## src/hdl/i2csrf_pkg.sv

```systemverilog
package i2csrf_pkg;

	// Width of the register pointer as it is set over the bus (high and low byte).
	localparam int unsigned PTR_W = 16;
	localparam int unsigned DATA_W = 8;
	localparam int unsigned DEF_STORE_DEPTH = 32;

	// Bus event codes; codes above OP_OTHER mean nothing and are handled like it.
	typedef enum logic [2:0] {
		OP_WR_MATCH = 3'd0,
		OP_RX_BYTE  = 3'd1,
		OP_RD_MATCH = 3'd2,
		OP_TX_NACK  = 3'd3,
		OP_STOP     = 3'd4,
		OP_OTHER    = 3'd5
	} op_e;

	// Position inside a write transfer: which data byte comes next.
	typedef enum logic [1:0] {
		BC_PTR_HIGH = 2'd0,
		BC_PTR_LOW  = 2'd1,
		BC_DATA     = 2'd2,
		BC_UNUSED   = 2'd3
	} byte_cnt_e;

	typedef enum logic {
		ST_CLEAR,
		ST_RUN
	} state_e;

	typedef struct packed {
		logic [2:0]        op;
		logic [DATA_W-1:0] rx_byte;
	} evt_t;

	typedef struct packed {
		logic              tx_valid;
		logic [DATA_W-1:0] tx_byte;
		logic              event_handled;
	} res_t;

	// Access to the register store for one cycle.
	typedef struct packed {
		logic              wr_en;
		logic [PTR_W-1:0]  wr_addr;
		logic [DATA_W-1:0] wr_data;
		logic              rd_en;
		logic [PTR_W-1:0]  rd_addr;
	} store_req_t;

endpackage

```

## src/hdl/i2c_slave_register_file.sv

```systemverilog
// Path: a word accepted at a clock edge enters the store-read stage, then moves
// on into the output register on res when that register is free to take it.
// Throughput: one bus event word per cycle sustained; a new word is taken while
// a finished result waits, and outside the clearing pass the input stalls only
// when both the store-read stage and the output register are full.
// Reset: arst_n clears the pointer and byte count, then a clearing pass over
// every store entry zeroes the store, during which evt_stall stays high.
module i2c_slave_register_file
	import i2csrf_pkg::*;
#(
	parameter int unsigned STORE_DEPTH = DEF_STORE_DEPTH
) (
	input  logic clk,
	input  logic arst_n,
	input  logic evt_valid,
	output logic evt_stall,
	input  evt_t evt,
	output logic res_valid,
	input  logic res_stall,
	output res_t res
);

	// The controller owns the write-transfer byte count, the latched high
	// pointer byte and the 16-bit register pointer. Every event is decoded in
	// the cycle it is accepted; a data byte in the third position is written
	// straight into the store when the pointer lies inside it.
	store_req_t        store_req;
	logic [DATA_W-1:0] store_rd_data;

	i2csrf_ctrl #(
		.STORE_DEPTH(STORE_DEPTH)
	) u_ctrl (
		.clk          (clk),
		.arst_n       (arst_n),
		.evt_valid    (evt_valid),
		.evt_stall    (evt_stall),
		.evt          (evt),
		.res_valid    (res_valid),
		.res_stall    (res_stall),
		.res          (res),
		.store_req    (store_req),
		.store_rd_data(store_rd_data)
	);

	// The store is a single synchronous memory with registered read data.
	// A read match issues its read at acceptance and the byte is picked up
	// in the output stage when the word moves on. Only one word enters per cycle, so
	// a write and a read never meet at the same edge.
	i2csrf_store #(
		.STORE_DEPTH(STORE_DEPTH)
	) u_store (
		.clk    (clk),
		.req    (store_req),
		.rd_data(store_rd_data)
	);

endmodule

```

## src/hdl/i2csrf_store.sv

```systemverilog
module i2csrf_store
	import i2csrf_pkg::*;
#(
	parameter int unsigned STORE_DEPTH = DEF_STORE_DEPTH
) (
	input  logic              clk,
	input  store_req_t        req,
	output logic [DATA_W-1:0] rd_data
);

	localparam int unsigned AW = $clog2(STORE_DEPTH);

	logic [DATA_W-1:0] mem [STORE_DEPTH];
	logic [DATA_W-1:0] rd_data_q;

	always_ff @(posedge clk) begin
		if (req.wr_en) begin
			mem[req.wr_addr[AW-1:0]] <= req.wr_data;
		end
	end

	// Read data is registered and holds until the next read.
	always_ff @(posedge clk) begin
		if (req.rd_en) begin
			rd_data_q <= mem[req.rd_addr[AW-1:0]];
		end
	end

	assign rd_data = rd_data_q;

endmodule

```

## src/hdl/i2csrf_ctrl.sv

```systemverilog
module i2csrf_ctrl
	import i2csrf_pkg::*;
#(
	parameter int unsigned STORE_DEPTH = DEF_STORE_DEPTH
) (
	input  logic              clk,
	input  logic              arst_n,
	input  logic              evt_valid,
	output logic              evt_stall,
	input  evt_t              evt,
	output logic              res_valid,
	input  logic              res_stall,
	output res_t              res,
	output store_req_t        store_req,
	input  logic [DATA_W-1:0] store_rd_data
);

	localparam int unsigned AW = $clog2(STORE_DEPTH);
	localparam logic [AW-1:0] CLR_LAST = AW'(STORE_DEPTH - 1);
	localparam logic [PTR_W:0] DEPTH_EXT = (PTR_W + 1)'(STORE_DEPTH);

	state_e state_q, state_d;
	logic [AW-1:0] clr_addr_q;

	byte_cnt_e         bc_q, bc_d;
	logic [DATA_W-1:0] ptr_high_q, ptr_high_d;
	logic [PTR_W-1:0]  ptr_q, ptr_d;

	logic              s1_valid_q;
	logic              tx_valid_s1, in_range_s1, handled_s1;
	logic              tx_valid_d, handled_d;

	logic              res_valid_q;
	res_t              res_q;

	logic              accept, s1_move, in_range;
	logic [PTR_W:0]    ptr_inc;

	assign in_range = {1'b0, ptr_q} < DEPTH_EXT;
	assign ptr_inc  = {1'b0, ptr_q} + (PTR_W + 1)'(1);
	assign s1_move  = s1_valid_q && (!res_valid_q || !res_stall);
	assign evt_stall = (state_q != ST_RUN) || (s1_valid_q && !s1_move);
	assign accept   = evt_valid && !evt_stall;

	always_ff @(posedge clk or negedge arst_n) begin
		if (!arst_n) begin
			state_q    <= ST_CLEAR;
			clr_addr_q <= '0;
		end else begin
			state_q <= state_d;
			if (state_q == ST_CLEAR) begin
				clr_addr_q <= clr_addr_q + AW'(1);
			end
		end
	end

	always_comb begin
		state_d    = state_q;
		bc_d       = bc_q;
		ptr_high_d = ptr_high_q;
		ptr_d      = ptr_q;
		tx_valid_d = 1'b0;
		handled_d  = 1'b1;
		store_req  = '0;

		case (state_q)
			ST_CLEAR: begin
				store_req.wr_en   = 1'b1;
				store_req.wr_addr = PTR_W'(clr_addr_q);
				store_req.wr_data = '0;
				if (clr_addr_q == CLR_LAST) begin
					state_d = ST_RUN;
				end
			end
			ST_RUN: begin
				store_req.wr_addr = ptr_q;
				store_req.wr_data = evt.rx_byte;
				store_req.rd_addr = ptr_q;
				if (accept) begin
					case (evt.op)
						OP_WR_MATCH, OP_STOP: begin
							bc_d = BC_PTR_HIGH;
						end
						OP_RX_BYTE: begin
							case (bc_q)
								BC_PTR_LOW: begin
									ptr_d = {ptr_high_q, evt.rx_byte};
									bc_d  = BC_DATA;
								end
								BC_DATA: begin
									store_req.wr_en = in_range;
									bc_d            = BC_PTR_HIGH;
								end
								default: begin
									ptr_high_d = evt.rx_byte;
									bc_d       = BC_PTR_LOW;
								end
							endcase
						end
						OP_RD_MATCH: begin
							tx_valid_d      = 1'b1;
							store_req.rd_en = in_range;
							if (!in_range || ptr_inc >= DEPTH_EXT) begin
								ptr_d = '0;
							end else begin
								ptr_d = ptr_inc[PTR_W-1:0];
							end
						end
						OP_TX_NACK: begin
						end
						default: begin
							handled_d = 1'b0;
						end
					endcase
				end
			end
			default: begin
				state_d = ST_CLEAR;
			end
		endcase
	end

	always_ff @(posedge clk or negedge arst_n) begin
		if (!arst_n) begin
			bc_q        <= BC_PTR_HIGH;
			ptr_high_q  <= '0;
			ptr_q       <= '0;
			s1_valid_q  <= 1'b0;
			res_valid_q <= 1'b0;
		end else begin
			bc_q       <= bc_d;
			ptr_high_q <= ptr_high_d;
			ptr_q      <= ptr_d;
			if (accept) begin
				s1_valid_q <= 1'b1;
			end else if (s1_move) begin
				s1_valid_q <= 1'b0;
			end
			if (s1_move) begin
				res_valid_q <= 1'b1;
			end else if (!res_stall) begin
				res_valid_q <= 1'b0;
			end
		end
	end

	always_ff @(posedge clk) begin
		if (accept) begin
			tx_valid_s1 <= tx_valid_d;
			in_range_s1 <= in_range;
			handled_s1  <= handled_d;
		end
		if (s1_move) begin
			res_q.tx_valid      <= tx_valid_s1;
			res_q.tx_byte       <= (tx_valid_s1 && in_range_s1) ? store_rd_data : '0;
			res_q.event_handled <= handled_s1;
		end
	end

	assign res_valid = res_valid_q;
	assign res       = res_q;

endmodule

```

## config.mk

```make
export PLATFORM = sky130hd
export DESIGN_NAME = i2c_slave_register_file
export DESIGN_NICKNAME = d
export VERILOG_FILES = /design/src/hdl/i2csrf_pkg.sv /design/src/hdl/i2c_slave_register_file.sv /design/src/hdl/i2csrf_store.sv /design/src/hdl/i2csrf_ctrl.sv
export SDC_FILE = /design/constraint.sdc
export NUM_CORES = 1
export LEC_CHECK = 0
export BUFFER_PORTS_ARGS = -buffer_cell sky130_fd_sc_hd__buf_2
export CORE_MARGIN = 2
export CORE_UTILIZATION = 41
export DETAILED_ROUTE_END_ITERATION = 12
export GPL_TIMING_DRIVEN = 0
export SLEW_MARGIN = 20
export SYNTH_ARGS = -nofsm -noshare
export SYNTH_HDL_FRONTEND = slang
export SYNTH_SLANG_ARGS = --single-unit
```

## constraint.sdc

```tcl
create_clock -name clk -period 4.68 [get_ports clk]
set_clock_uncertainty 0.05 [all_clocks]
set_input_delay 0.234 -clock clk [delete_from_list [all_inputs] [get_ports clk]]
set_output_delay 0.234 -clock clk [all_outputs]
set_load 0.1 [all_outputs]
```

==> summary.md <==
Global routing finished with a remaining overflow of 0. Gates resized during post-CTS repair numbered 0. The number of failing setup endpoints in the final timing report is 0, and the clock transition at the registers of the reported paths is 0.06 ns. The first global-routing pass estimated 43900 microns of wire.

For this design the top-level I/O count stands at 27. The worst setup path is launched from a flip-flop. For the number of antenna violations at the first check in global routing, the log shows 0. For the worst-skew pair, the clock arrives at the later sink with an insertion delay of 0.52 ns. VDD sags by at most 0.210 mV.

The final-report max-slew violation count is 0. The final layout contains 889 nets. The minimum setup slack in the final design is 1.48 ns. The number of instances in the synthesized netlist was 793; the post-synthesis area per instance was 15.9 sq um. The adder-cell share of the synthesized area was 0.00594. The clock tree synthesis step divided the H-tree into 2 levels.

The portion of netlist area occupied by mux cells is 0.0929. The per-cell via count in the routed design is 5.62. The run gives 311 as the number of clock sinks. The total negative setup slack is 0 ns, and the top fanout value on the critical path is 8. The simple logic cell fraction of the synthesized area was 0.0686; the via count of the first global-routing pass was 7161. The first TritonRoute pass finished after 5 iterations. STA classifies the critical path endpoint as a flip-flop. The synthesized-area fraction occupied by ao, oa, aoi and oai cells is 0.0821.

The run gives 7222 as the total number of vias. The congestion estimate from routability-driven global placement came to 0.942. The post-synthesis async set-or-reset flop share was 0.109; the die extent in y was 180 microns.

The utilization of the core after routing was 0.477; the count of hold buffers inserted by post-cts repair was 11. The worst slack at placement was 1.31 ns. The detail route stage leaves a number of antenna-violating nets equal to 0. The number of distinct library cell variants in the gate-level netlist after synthesis was 54. For the initial standard-cell utilization of the core, the log shows 0.415.

For this block, the routed nets add up to 28700 microns of wire. The critical path class is flip-flop to flip-flop. The global router's overall resource usage was 0.179; the number of post-CTS setup repair buffers was 0. Sequential cell area fraction in the yosys report: 0.726. The power per cell area is 483 mW/mm^2, and the highest attainable clock frequency is 313 MHz. The average wire per standard cell works out to 22.4 microns. The floorplan step set the die width to 180 microns. The layout cell share with drive strength beyond 1 was 0.205.

For the half-perimeter wire length of the detailed placement result, the log shows 18800 microns. In this run the worst hold path is classified as input pin to flip-flop. The data arrival time of the worst path was 3.29 ns; the max capacitance violation total was 0. The normalized max-slew margin was 0.256; the post-synthesis cell area was 0.0126 sq mm.

Synthesis inferred 311 register bits. TritonCTS built the clock tree. The worst hold slack was 0.0246 ns; the leakage power of the design was 4.87 nW. The number of nets in the synthesized netlist is 814.

The total area inside the core boundary comes to 0.0304 sq mm. The minimum clock period after layout works out to 3.20 ns. After the first detailed-routing iteration, the DRC count stood at 592. CTS placed an instance of clkbuf_16 at the clock tree root. Setup repair after global routing left no endpoint under its margin.

The Yosys step of the flow raised 0 warnings. Yosys mapped a number of flops with a built-in enable equal to 277. The standard-cell row count was 64; the worst-case clock buffer depth was 3.

The logs give 4.77 ns for the worst path required time and 34 for the number of buffers created by CTS. The run gives 0 as the final count of hold timing violations. After synthesis, the largest family of logic cells by area is multiplexers. The run finished with clean final reports. For the floorplan die area, the log shows 0.0322 sq mm. The xor and xnor area share after synthesis works out to 0.00208. Remaining routing DRC violations: 0.

For this run, the leading register cell type out of synthesis is edfxtp_1. For the pin with the worst max-slew slack, the measured transition is 1.11 ns. Input and output buffers added on the ports amount to 26.

The number of antenna diodes in the final layout is 0. The maximum number of pins on one net before global-route repair is 35. The ratio of final minimum period to clock period came out at 0.684. Relative to the synthesized area, the layout overhead comes to 14.9%.
-- cell families after synthesis --
logic type	after synthesis
DFF	311
and+or+nand+nor	184
AOI/OAI and AO/OA	163
muxes	74
buffers and inverters	52
adders and majority gates	6
xor gates and xnor gates	3
-- layout by cell type, fill, tap and decap left out, types with 7 or more instances in the layout --
cell and instances:
edfxtp_1 277, clkbuf_8 7, dfrtp_1 34, mux4_2 32
o21ai_0 38, nand2_1 53, clkbuf_16 35, mux2i_1 16
a41oi_1 8, nor2_1 57, and2_2 7, clkbuf_1 30
dlygate4sd3_1 11, inv_1 11, and3_1 9, buf_2 32
a211oi_1 16, nor3_1 7, mux2_2 26, nor3_2 17
o22ai_1 43, o221ai_1 8, nand3_1 7, a21oi_1 31
-- where the power goes --
group | internal (mW) | switching (mW)
clock network | 1.45 | 1.01
logic | 0.487 | 0.900
registers | 3.11 | 0.0425
total | 5.05 | 1.95
-- worst max-delay path, cell delays in order, from the launching register on --
cell	delay [ns]
dfrtp_1	0.39
or4_1	0.61
or4_4	0.49
o31ai_4	0.35
nand2b_1	0.24
nor2_1	0.70
-- path summary, 6_finish.rpt --
path                                   startpoint                  to  slack (ns)  cells after the start
worst min-delay path                    evt_valid   u_ctrl.s1_valid_q        0.02                      3
max in group asynchronous                  arst_n      u_ctrl.state_q        3.81                      2
min in group asynchronous                  arst_n      u_ctrl.bc_q[1]        0.28                      2
worst max-delay path             u_ctrl.ptr_q[13]  u_store.mem[26][5]        1.48                      5
worst max register to register   u_ctrl.ptr_q[13]  u_store.mem[26][5]        1.48                      5
worst min register to register  u_ctrl.handled_s1       u_ctrl.res[0]        0.38                      0
-- flip-flops by register name, summed over array words and instances (netlist names), 2 cells and up --
signal,cells
u_store.mem,256
u_ctrl.ptr_q,16
u_ctrl.res,10
u_ctrl.ptr_high_q,8
u_store.rd_data,8
u_ctrl.clr_addr_q,5
u_ctrl.bc_q,2
-- per-layer routing --
layer	share of wire	track usage	routed length [microns]	vias to the layer above
met1	0.44	0.253	12800	3630
met2	0.47	0.280	13400	268
met4	0.026	0.0598	757	0
met3	0.063	0.0330	1800	43
met5	0	0	0	-
li1	-	-	-	3281
-- layout make-up --
type                    count  area (sq um)
clock inverters             9          72.6
repair buffers             39           275
flip-flops and latches    311          9170
well taps                 396           495
plain buffers              40           238
multi-input cells         430          3270
clock buffers              47           941
inverters                  12          45.0
fillers                  2589         15900
-- synthesized netlist by cell type, types with 2 or more instances --
master    instances  area, sq um
mux2_2           26          293
nor4_1            3         18.8
ha_1              6         75.1
nand2_1          53          199
a221oi_1          2         17.5
and2_1            8         50.1
and3_2            2         15.0
clkbuf_1         20         75.1
inv_1            11         41.3
nand2b_1          6         37.5
o221ai_1          8         70.1
buf_2             6         30.0
dfrtp_1          34          851
a211oi_1         16          120
buf_1             3         11.3
clkbuf_8          5         68.8
edfxtp_1        277         8320
and3_1            9         56.3
o21ai_0          38          190
buf_6             2         22.5
a21oi_1          31          155
or2_2             3         18.8
a22o_1            2         17.5
o22ai_1          43          269
mux2i_1          16          160
a22oi_1           2         15.0
a31oi_1           5         31.3
nor3_1           23          115
nand3_1           7         35.0
and2b_2           2         17.5
a32oi_1           2         17.5
nor2_1           57          214
a41oi_1           8         70.1
buf_4             4         30.0
mux4_2           32          721
xnor2_1           3         26.3
-- metrics by stage --
step	area, sq um	instances	total power [mW]
floorplan	12600	793	4.12
global placement	13300	1215	4.54
detailed placement	13400	1217	4.57
CTS	14500	1284	7.04
global route	14500	1284	7.28
finish	14500	1284	7.00
(Power assumes the default switching activity.)
